===== config.mk =====
export PLATFORM = sky130hd
export DESIGN_NAME = key_matrix_debounce_ghost_reject_top
export DESIGN_NICKNAME = d
export VERILOG_FILES = /design/src/rtl/kmd_pkg.sv /design/src/rtl/kmd_front.sv /design/src/rtl/kmd_queue.sv /design/src/rtl/kmd_back.sv /design/src/rtl/key_matrix_debounce_ghost_reject_top.sv
export SDC_FILE = /design/constraint.sdc
export NUM_CORES = 2
export LEC_CHECK = 0
export ABC_CLOCK_PERIOD_IN_PS = 10300
export BUFFER_PORTS_ARGS = -buffer_cell sky130_fd_sc_hd__clkbuf_2
export CAP_MARGIN = 40
export CORE_MARGIN = 4
export CORE_UTILIZATION = 29
export DETAILED_ROUTE_END_ITERATION = 8
export MAX_ROUTING_LAYER = met4
export PLACE_DENSITY = 0.52
export SLEW_MARGIN = 15
export SYNTH_ARGS = -nofsm -noshare
export SYNTH_HDL_FRONTEND = slang
export SYNTH_SLANG_ARGS = --single-unit

===== constraint.sdc =====
create_clock -name i_clk -period 10.3 [get_ports i_clk]
set_input_delay 1.545 -clock i_clk [delete_from_list [all_inputs] [get_ports i_clk]]
set_output_delay 1.545 -clock i_clk [all_outputs]
set_load 0.01 [all_outputs]

===== src/rtl/kmd_pkg.sv =====
// Shared types and constants of the key matrix debounce block.
package kmd_pkg;

    localparam int ROWS        = 4;
    localparam int COLS        = 5;
    localparam int NKEYS       = ROWS * COLS;
    localparam int ROW_W       = 2;
    localparam int COL_W       = (COLS > 1) ? $clog2(COLS) : 1;
    localparam int KEY_W       = 5;
    localparam int TIME_W      = 32;
    localparam int DEB_W       = 16;
    localparam int EN_W        = 20;
    localparam int CFG_IDX_W   = 2;
    localparam int CFG_DATA_W  = 20;
    localparam int QDEPTH      = 2;
    localparam int QPTR_W      = $clog2(QDEPTH);
    localparam int QCNT_W      = $clog2(QDEPTH + 1);

    localparam logic [DEB_W-1:0] DEBOUNCE_RST = DEB_W'(100);
    localparam logic [EN_W-1:0]  ENABLE_RST   = EN_W'(1047518);

    localparam logic [CFG_IDX_W-1:0] REG_DEBOUNCE = CFG_IDX_W'(0);
    localparam logic [CFG_IDX_W-1:0] REG_ENABLE   = CFG_IDX_W'(1);

    localparam logic EV_PRESS   = 1'b0;
    localparam logic EV_RELEASE = 1'b1;

    // Events found in one row sample, one bit per column.
    typedef struct packed {
        logic [COLS-1:0]  ev;
        logic [COLS-1:0]  kind;
        logic [KEY_W-1:0] base;
    } t_row_ev;

    typedef struct packed {
        logic full;
        logic empty;
    } t_q_status;

endpackage


===== src/rtl/kmd_front.sv =====
// Front end: key state, debounce and ghost checks for each row sample.
module kmd_front (
    input  logic                          i_clk,
    input  logic                          i_rst_n,
    input  logic                          i_valid,
    output logic                          o_ready,
    input  logic [kmd_pkg::ROW_W-1:0]     i_scan_row,
    input  logic [kmd_pkg::COLS-1:0]      i_col_pressed,
    input  logic [kmd_pkg::TIME_W-1:0]    i_time_ms,
    input  logic                          i_cfg_we,
    input  logic [kmd_pkg::CFG_IDX_W-1:0] i_cfg_index,
    input  logic [kmd_pkg::CFG_DATA_W-1:0] i_cfg_data,
    input  kmd_pkg::t_q_status            i_q_status,
    output logic                          o_push,
    output kmd_pkg::t_row_ev              o_row_ev
);
    import kmd_pkg::*;

    logic [DEB_W-1:0]  r_debounce;
    logic [EN_W-1:0]   r_enable;
    logic [COLS-1:0]   r_down [ROWS];
    logic [TIME_W-1:0] r_last [ROWS][COLS];

    logic              accept;
    logic              row_ok;
    logic [KEY_W-1:0]  base;
    logic [COLS-1:0]   en;
    logic [COLS-1:0]   ev;
    logic [COLS-1:0]   kind;
    logic [COLS-1:0]   n_down_row;
    logic [TIME_W-1:0] n_last_row [COLS];
    logic [COLS-1:0]   cur_down;
    logic [KEY_W-1:0]  idx;
    logic [TIME_W-1:0] elapsed;
    logic [COLS-1:0]   bit_c;

    assign o_ready = !i_q_status.full;
    assign accept  = i_valid && o_ready;
    assign row_ok  = ({1'b0, i_scan_row} < (ROW_W + 1)'(ROWS));
    assign base    = KEY_W'(i_scan_row) * KEY_W'(COLS);
    assign cur_down = r_down[i_scan_row];

    always_comb begin
        en         = '0;
        ev         = '0;
        kind       = '0;
        idx        = '0;
        elapsed    = '0;
        bit_c      = '0;
        n_down_row = cur_down;
        for (int c = 0; c < COLS; c++) begin
            n_last_row[c] = r_last[i_scan_row][c];
        end
        for (int c = 0; c < COLS; c++) begin
            idx     = base + KEY_W'(c);
            en[c]   = ({1'b0, idx} < (KEY_W + 1)'(EN_W)) ? r_enable[idx] : 1'b0;
            bit_c   = COLS'(1) << c;
            elapsed = i_time_ms - r_last[i_scan_row][c];
            if (en[c] && i_col_pressed[c]) begin
                // ghost rejection: only a lone pressed column may register
                if (!cur_down[c] && (elapsed > TIME_W'(r_debounce))
                    && ((i_col_pressed & ~bit_c) == '0)) begin
                    ev[c]         = 1'b1;
                    kind[c]       = EV_PRESS;
                    n_down_row[c] = 1'b1;
                    n_last_row[c] = i_time_ms;
                end
            end else if (en[c] && cur_down[c]) begin
                ev[c]         = 1'b1;
                kind[c]       = EV_RELEASE;
                n_down_row[c] = 1'b0;
            end
        end
    end

    assign o_push        = accept && row_ok && (ev != '0);
    assign o_row_ev.ev   = ev;
    assign o_row_ev.kind = kind;
    assign o_row_ev.base = base;

    always_ff @(posedge i_clk) begin
        if (!i_rst_n) begin
            r_debounce <= DEBOUNCE_RST;
            r_enable   <= ENABLE_RST;
            for (int r = 0; r < ROWS; r++) begin
                r_down[r] <= '0;
                for (int c = 0; c < COLS; c++) begin
                    r_last[r][c] <= '0;
                end
            end
        end else begin
            if (i_cfg_we) begin
                unique case (i_cfg_index)
                    REG_DEBOUNCE: r_debounce <= i_cfg_data[DEB_W-1:0];
                    REG_ENABLE:   r_enable   <= i_cfg_data[EN_W-1:0];
                    default:      ;
                endcase
            end
            if (accept && row_ok) begin
                r_down[i_scan_row] <= n_down_row;
                for (int c = 0; c < COLS; c++) begin
                    r_last[i_scan_row][c] <= n_last_row[c];
                end
            end
        end
    end

endmodule


===== src/rtl/kmd_queue.sv =====
// Short queue of per-row event sets between front and back end.
module kmd_queue (
    input  logic               i_clk,
    input  logic               i_rst_n,
    input  logic               i_push,
    input  kmd_pkg::t_row_ev   i_data,
    input  logic               i_pop,
    output kmd_pkg::t_row_ev   o_head,
    output kmd_pkg::t_q_status o_status
);
    import kmd_pkg::*;

    t_row_ev           r_mem [QDEPTH];
    logic [QPTR_W-1:0] r_wptr;
    logic [QPTR_W-1:0] r_rptr;
    logic [QCNT_W-1:0] r_count;

    assign o_head         = r_mem[r_rptr];
    assign o_status.full  = (r_count == QCNT_W'(QDEPTH));
    assign o_status.empty = (r_count == '0);

    always_ff @(posedge i_clk) begin
        if (i_push) begin
            r_mem[r_wptr] <= i_data;
        end
    end

    always_ff @(posedge i_clk) begin
        if (!i_rst_n) begin
            r_wptr  <= '0;
            r_rptr  <= '0;
            r_count <= '0;
        end else begin
            if (i_push) begin
                r_wptr <= (r_wptr == QPTR_W'(QDEPTH - 1)) ? '0 : r_wptr + 1'b1;
            end
            if (i_pop) begin
                r_rptr <= (r_rptr == QPTR_W'(QDEPTH - 1)) ? '0 : r_rptr + 1'b1;
            end
            if (i_push && !i_pop) begin
                r_count <= r_count + 1'b1;
            end else if (i_pop && !i_push) begin
                r_count <= r_count - 1'b1;
            end
        end
    end

endmodule


===== src/rtl/kmd_back.sv =====
// Back end: one event per cycle unless stalled, lowest column first per row set.
module kmd_back (
    input  logic                      i_clk,
    input  logic                      i_rst_n,
    input  kmd_pkg::t_row_ev          i_head,
    input  kmd_pkg::t_q_status        i_q_status,
    output logic                      o_pop,
    output logic                      o_valid,
    input  logic                      i_ready,
    output logic [kmd_pkg::KEY_W-1:0] o_key_index,
    output logic                      o_event_kind,
    output logic                      o_last_event
);
    import kmd_pkg::*;

    logic [COLS-1:0]  r_mask, n_mask;
    logic [COLS-1:0]  r_kind, n_kind;
    logic [KEY_W-1:0] r_base, n_base;
    logic             r_out_valid, n_out_valid;
    logic [KEY_W-1:0] r_out_key, n_out_key;
    logic             r_out_kind, n_out_kind;
    logic             r_out_last, n_out_last;

    logic             adv;
    logic [COL_W-1:0] sel;
    logic [COLS-1:0]  mask_after;

    always_comb begin
        sel = '0;
        for (int c = COLS - 1; c >= 0; c--) begin
            if (r_mask[c]) begin
                sel = COL_W'(c);
            end
        end
    end

    always_comb begin
        adv         = (r_mask != '0) && (!r_out_valid || i_ready);
        mask_after  = adv ? (r_mask & ~(COLS'(1) << sel)) : r_mask;
        o_pop       = (mask_after == '0) && !i_q_status.empty;
        n_mask      = o_pop ? i_head.ev   : mask_after;
        n_kind      = o_pop ? i_head.kind : r_kind;
        n_base      = o_pop ? i_head.base : r_base;
        n_out_valid = r_out_valid;
        n_out_key   = r_out_key;
        n_out_kind  = r_out_kind;
        n_out_last  = r_out_last;
        if (adv) begin
            n_out_valid = 1'b1;
            n_out_key   = r_base + KEY_W'(sel);
            n_out_kind  = r_kind[sel];
            n_out_last  = (mask_after == '0);
        end else if (i_ready) begin
            n_out_valid = 1'b0;
        end
    end

    always_ff @(posedge i_clk) begin
        if (!i_rst_n) begin
            r_mask      <= '0;
            r_out_valid <= 1'b0;
        end else begin
            r_mask      <= n_mask;
            r_out_valid <= n_out_valid;
        end
    end

    always_ff @(posedge i_clk) begin
        r_kind     <= n_kind;
        r_base     <= n_base;
        r_out_key  <= n_out_key;
        r_out_kind <= n_out_kind;
        r_out_last <= n_out_last;
    end

    assign o_valid      = r_out_valid;
    assign o_key_index  = r_out_key;
    assign o_event_kind = r_out_kind;
    assign o_last_event = r_out_last;

endmodule


===== src/rtl/key_matrix_debounce_ghost_reject_top.sv =====
// Top level of the key matrix scanner with per-key debounce and ghost rejection.
//
// Each request on the input channel is one row scan sample (row, pressed-column
// mask, millisecond time). The front end classifies all columns of the row in
// the cycle the request is taken and updates the key state at once, so a new
// sample can be taken every cycle while the queue has room. Event sets go into
// a two-entry queue; the back end emits one event per cycle while the receiver is
// ready, lowest column first, through a registered output stage. A sample causes
// at most five events; a sample with no events is not queued and gives no output.
// Sustained rate is set by the back end's one-event-per-cycle serialiser. The
// first event of a sample passes the queue entry, the back end's column mask
// register and the output register before it shows on the outputs. No clearing
// pass follows reset: all key state is in flip-flops.
// Configuration: index 0 debounce time in ms (16 bit), index 1 key enable mask
// (20 bit); unknown indexes are ignored. Write only while the block is idle.
module key_matrix_debounce_ghost_reject_top (
    input  logic                          i_clk,
    input  logic                          i_rst_n,
    // sample channel
    input  logic                          i_valid,
    output logic                          o_ready,
    input  logic [kmd_pkg::ROW_W-1:0]     i_scan_row,
    input  logic [kmd_pkg::COLS-1:0]      i_col_pressed,
    input  logic [kmd_pkg::TIME_W-1:0]    i_time_ms,
    // event channel
    output logic                          o_valid,
    input  logic                          i_ready,
    output logic [kmd_pkg::KEY_W-1:0]     o_key_index,
    output logic                          o_event_kind,
    output logic                          o_last_event,
    // configuration write port
    input  logic                          i_cfg_we,
    input  logic [kmd_pkg::CFG_IDX_W-1:0] i_cfg_index,
    input  logic [kmd_pkg::CFG_DATA_W-1:0] i_cfg_data
);
    import kmd_pkg::*;

    logic      push;
    logic      pop;
    t_row_ev   front_ev;
    t_row_ev   head;
    t_q_status q_status;

    // key state, debounce and ghost checks
    kmd_front u_front (
        .i_clk         (i_clk),
        .i_rst_n       (i_rst_n),
        .i_valid       (i_valid),
        .o_ready       (o_ready),
        .i_scan_row    (i_scan_row),
        .i_col_pressed (i_col_pressed),
        .i_time_ms     (i_time_ms),
        .i_cfg_we      (i_cfg_we),
        .i_cfg_index   (i_cfg_index),
        .i_cfg_data    (i_cfg_data),
        .i_q_status    (q_status),
        .o_push        (push),
        .o_row_ev      (front_ev)
    );

    // decouples classification from event delivery
    kmd_queue u_queue (
        .i_clk    (i_clk),
        .i_rst_n  (i_rst_n),
        .i_push   (push),
        .i_data   (front_ev),
        .i_pop    (pop),
        .o_head   (head),
        .o_status (q_status)
    );

    // one event per cycle onto the output register unless stalled
    kmd_back u_back (
        .i_clk        (i_clk),
        .i_rst_n      (i_rst_n),
        .i_head       (head),
        .i_q_status   (q_status),
        .o_pop        (pop),
        .o_valid      (o_valid),
        .i_ready      (i_ready),
        .o_key_index  (o_key_index),
        .o_event_kind (o_event_kind),
        .o_last_event (o_last_event)
    );

endmodule


Word level (Yosys, flattened, before mapping)
Memory sizes are Yosys's and may differ from the RTL's. A register that Yosys moved wholly into a read port is not among the register bits.
Cells that the tools add are included.
{ "totals": {"ff_bits": 63, "ram_bits": 690, "inputBits": 66, "out_inout_bits": 9, "elab_cells": 193, "n_memories": 3} }
{ "mem_list": {"columns": ["name", "words", "width", "rd", "rd_clocked_by_memory_dff", "wr", "line_no", "text"], "rows": [
  ["u_front.r_last", 4, 160, 1, 0, 4, "kmd_front.sv:22", "logic [TIME_W-1:0] r_last [ROWS][COLS];"],
  ["u_queue.r_mem", 2, 15, 1, 1, 1, "kmd_queue.sv:13", "t_row_ev r_mem [QDEPTH];"],
  ["u_front.r_down", 4, 5, 1, 0, 4, "kmd_front.sv:21", "logic [COLS-1:0] r_down [ROWS];"]
]} }
{ "classes": {"n_addsub": 14, "multipliers": 1, "order_cmp": 16, "eq_ne": 2, "n_shift": 1, "muxes": 89, "bitwise": 2, "n_reduce_logical": 53} }
{ "op_table": {"columns": ["op", "n"], "rows": [
  ["two-way mux 32 bit", 10],
  ["greater-than comparator 32 x 16 -> 1 bit", 5],
  ["two-way mux 160 bit", 1],
  ["OR reduction 160 bit", 1],
  ["subtractor 32 bit", 5],
  ["two-way mux 1 bit", 60],
  ["zero test 5 bit", 6],
  ["< comparator 5 x 6 -> 1 bit, second input constant", 5],
  ["logical AND 1 bit", 26],
  ["binary-select mux 1 bit (select 5 bit)", 5],
  ["< comparator 5 bit, second input constant", 5],
  ["two-way mux 3 bit", 5],
  ["two-way mux 5 bit", 3],
  ["adder 5 x 2 -> 5 bit, second input constant", 2],
  ["zero test 1 bit", 10],
  ["nonzero test 5 bit", 2],
  ["two-way mux 2 bit", 4],
  ["adder 5 x 1 -> 5 bit, second input constant", 1],
  ["adder 5 x 3 -> 5 bit", 1],
  ["adder 5 x 3 -> 5 bit, second input constant", 1],
  ["bitwise AND 5 bit", 1],
  ["multiplier 2 x 3 -> 5 bit, second input constant", 1],
  ["NOT 5 bit", 1],
  ["OR reduction 5 bit", 1],
  ["other kinds (12)", 16]
]} }

Depth between registers and ports, before layout
{ "depth": {"depth_word": 14, "mapped_depth": 33, "ltp_nobuf": 27} }

Hierarchy
Synthesis repeated with hierarchy kept, for this count alone.
{ "hier_totals": {"cells_unflattened": 3950, "area_unflattened_um2": 44443.9} }
{ "by_module_without_submodules": {"columns": ["mod", "instances", "cells_each", "area_each_um2", "seq_area_each_um2"], "rows": [
  ["kmd_front", 1, 3793, 42090.4, 20539.7],
  ["kmd_queue", 1, 69, 1301.2, 1001.0],
  ["kmd_back", 1, 88, 1052.3, 630.6]
]} }

Worst setup path before layout
Ideal clock, no wire load.
{ "synth_path": {"path_type": "in2reg", "start": "input port i_scan_row[0] (netlist bit)", "end": "register u_queue.r_count[1]", "setup_time_ns": 0.076, "arrival_time_ns": 9.391, "t_required_ns": 10.224, "setup_slack_ns": 0.833, "path_stages": 32, "path_buffers": 7, "cell_sequence": "clkbuf_1 -> buf_2 -> buf_2 -> buf_2 -> buf_1 -> buf_1 -> mux4_2 -> inv_1 -> ha_1 -> clkbuf_1 -> nand4_1 -> o22ai_1 -> nand2b_1 -> nor2_1 -> o21ai_0 -> a31oi_1 -> xnor2_1 -> ha_1 -> nand4_1 -> or4_1 -> nor2_1 -> a31oi_1 -> or4_1 -> or4b_1 -> nor4_1 -> a31oi_1 -> nor2_1 -> inv_2 -> o31a_1 -> ha_1 -> or3_1 -> a21boi_0"} }
{ "synth_lines": {"columns": ["element", "line_no", "text"], "rows": [
  ["from (decl)", "key_matrix_debounce_ghost_reject_top.sv:22", "input logic [kmd_pkg::ROW_W-1:0] i_scan_row,"],
  ["to (signal assigned)", "kmd_queue.sv:41", "r_count <= r_count + 1'b1;"],
  ["to (signal assigned)", "kmd_queue.sv:43", "r_count <= r_count - 1'b1;"],
  ["to (decl)", "kmd_queue.sv:16", "logic [QCNT_W-1:0] r_count;"]
]} }

==> results.md <==
* RSZ-0062 raised after global routing: false
* Post-route DRC at 0
* Minimum clock period at 8.13 ns
* Synth Register Bits at 745
* YS warnings at 0
* Top post-synthesis cells by area: edfxtp_1 47%, mux4_2 9.1%, ha_1 7.2%
* Clock buffer count from CTS at 87
* # resized after CTS at 0
* Post-route insts no fill at 6176
* Worst Clk Skew at between 0.02 and 0.025 ns
* Kind of end point of the critical path: register
* Worst Tran Pin Value at 0.918 ns
* Startpoint types: input pin
* Worst Setup EP: u_queue.r_count[1]
* Post-synth EDFFs at roughly 700
* Number of core rows at around 140
* Reg2reg end: u_queue.r_count[1]
* Worst-case hold slack at approximately 0.47 ns
* Clk buf depth at 3
* Final Setup Violations at 0
* Synth area leader: edfxtp_1
* Mapped Area at 44300 µm²
* Max VDD drop at roughly 0.11 mV
* Routed WL at around 140000 µm
* Post-CTS Hold Buffers at 0
* Fin area at 49900 µm²
* Critical path peak fanout at 33
* Post-Syn Instances at 4049
* Post-layout util at between 30% and 40%
* Die ar. at 159000 µm²
* Via count of the routed design at 32759
* CTS sink cnt at 745
* Filler cells at 15376
* DRT iter0 DRCs at about 2900
* Final #Nets at 4405
* Vias/cell at 5.30
* Sequential fraction of the synthesis area at 49.5%
* Vias in the first global route at approximately 32000
* Gr ovfl total at 0
* Post-place setup slack at 1.50 ns
* DR pass1 iterations at 6
* Async SR Flop Fraction at 0%
* Pwr per Cell Area at 176 nW/µm²
* Synth cell types at 76
* Slew HR at 38.8%
* Synth top area share at 47.3%
* Die Ht at about 400 µm
* Dpl cell area at 47300 µm²
* First-pass GRT wire length at 213000 µm
* Placed cell count at 6018
* Wire per inst at 23.2 µm
* Final worst-path cycle share at 78.9%
* Post-CTS Setup Inserts at 0
* Max-cap viol count at 0
* Die Wd at 399 µm
* Reg2reg setup slack at 3.22 ns
* Min-delay worst type: reg -> reg
* Worst EP required at between 10 and 15 ns
* Total GRT Usage at 18.2%
* Pwr Total at 8.81 mW
* CTS clk-pin slew, worst paths at 0.06 ns
* Setup_tns at 0 ns
* Clock root buffer: clkbuf_16
* Slew Limit Fails at 0
* CTS HTree Levels at 3
* Critical path class: in -> reg
* Routability cong. at 0.947
* Net count after synthesis at 4375
* Most used flip-flop cell after synthesis: edfxtp_1
* Largest net degree at the start of global routing at 63
* Area grow syn2layout at 12.8%
* Worst Setup SP: i_scan_row[0]
* Data arrival, critical path at 8.71 ns
* Mean Syn Cell Area at 10.9 µm²
* Clk Latency, worst-skew pair at 0.67 ns
* Initial Util at 29.1%
* Initial antenna violation count at 3
* Final ANT Viol Nets at 0
* Final Hold Fails at 0
* R2r startpoint: u_front.r_last[0][32]
* Fin worst setup slack at 2.17 ns
* Share of cells above drive strength 1 at 11.6%
* DP HPWL at 98700 µm
* PortBufs at 74
* TritonCTS clock tree: built
* Core area at 152000 µm²
* Leakage power at between 15 and 20 nW
* Ports at 75
* Reg2Reg Depth at 24
* Max Fclk at roughly 120 MHz
* Status: finished, final reports clean
-- report_power, final --
part           internal, mW  switching (mW)
registers              3.57          0.0763
clock network          1.69            1.25
logic                 0.809            1.41
-- metal layers --
layer  track usage, %  up-vias  share of wire [%]
met4             4.63        0                2.5
met1             24.4    16472                 44
li1                 -    14976                  -
met3             2.32      186                5.8
met2             29.2     1125                 47
met5                -        -                  0
-- cells in the final DEF (no fill, tap or decap), types with 15 or more instances in the layout --
cell type / n
ha_1: 254
o21a_1: 36
o31ai_1: 17
nor2b_1: 20
nand2b_1: 27
clkbuf_2: 73
buf_4: 50
dfxtp_1: 47
nand2_1: 253
edfxtp_1: 698
inv_1: 228
nor4_1: 19
clkbuf_16: 87
and3_1: 15
xor2_1: 40
xnor2_1: 73
mux2i_1: 152
or3_1: 23
clkinv_1: 17
nand4_1: 64
o211ai_1: 38
nor2_1: 835
a21boi_0: 24
a21oi_1: 234
mux4_2: 179
clkbuf_1: 24
nor3_1: 39
o21ai_0: 149
nand3_1: 66
a211oi_1: 26
and2_1: 30
a21o_1: 44
-- sequential cells by signal, indices dropped and copies added (netlist names), named ones only --
signal               count
u_front.r_last         640
u_back.r_mask            5
u_back.o_valid           1
u_back.o_last_event      1
u_queue.r_wptr           1
u_back.o_key_index       5
u_front.r_debounce      16
u_back.o_event_kind      1
u_queue.r_rptr           1
u_back.r_kind            5
u_queue.r_mem           24
u_queue.r_count          2
u_back.r_base            2
u_front.r_down          20
u_front.r_enable        20
-- synth_stat cells, types with 16 or more instances --
master,instances
nor3_1,39
a21o_1,44
buf_1,21
nand2b_1,27
o211ai_1,38
buf_2,21
a21boi_0,24
and2_1,30
nor2b_1,20
edfxtp_1,698
nor2_1,835
nand4_1,64
nor4_1,19
o31ai_1,18
a21oi_1,234
nand3_1,66
mux2i_1,152
nand2_1,261
o21ai_0,149
clkbuf_1,160
ha_1,254
xor2_1,40
mux4_2,179
xnor2_1,73
inv_1,228
dfxtp_1,47
a31oi_1,16
or3_1,23
o21a_1,36
a211oi_1,26
-- cells by family after synthesis --
family | share of synthesized area (%)
fa+ha+maj | 7.45
compound gates | 10.1
mux | 12.9
buf+inv | 3.71
simple gates | 14.2
xor+xnor | 2.24
flops | 49.5
-- worst min-delay path by stage --
stage                                       from                     end  slack (ns)  cells past startpoint
after global placement    u_front.r_debounce[10]  u_front.r_debounce[10]        0.45                      2
after floorplan           u_front.r_debounce[14]  u_front.r_debounce[14]        0.44                      2
after global routing       u_front.r_debounce[1]   u_front.r_debounce[1]        0.49                      2
after CTS                  u_front.r_debounce[1]   u_front.r_debounce[1]        0.47                      2
after detailed placement  u_front.r_debounce[10]  u_front.r_debounce[10]        0.47                      2
final                     u_front.r_debounce[14]  u_front.r_debounce[14]        0.47                      2
-- cell type report --
cell class,count,area (µm²),share of cell area (%)
Antenna cell,2,5.00,0.0100
Multi-Input combinational cell,2873,20900,41.8
Clock buffer,113,2290,4.59
Clock inverter,41,357,0.714
Timing Repair Buffer,143,1120,2.24
Tap cell,2030,2540,5.09
Sequential cell,745,21900,43.9
Inverter,229,860,1.72
-- worst max-delay path, cell delays in order --
cell      delay [ns]
buf_8           0.35
buf_12          0.36
mux4_2          0.57
inv_1           0.07
ha_1            0.23
nand4_1         0.14
o22ai_1         0.24
nand2b_1        0.18
nor2_1          0.08
o21ai_0         0.27
a31oi_1         0.15
xnor2_1         0.15
ha_1            0.31
nand4_1         0.15
or4_1           0.52
nor2_1          0.12
a31oi_1         0.04
or4_1           0.39
or4b_1          0.53
nor4_1          0.63
a31oi_4         0.16
nor2_1          0.20
inv_2           0.07
o31a_1          0.31
ha_1            0.34
or3_1           0.36
a21boi_0        0.18
Note: power is estimated with default switching activity, not from simulation.
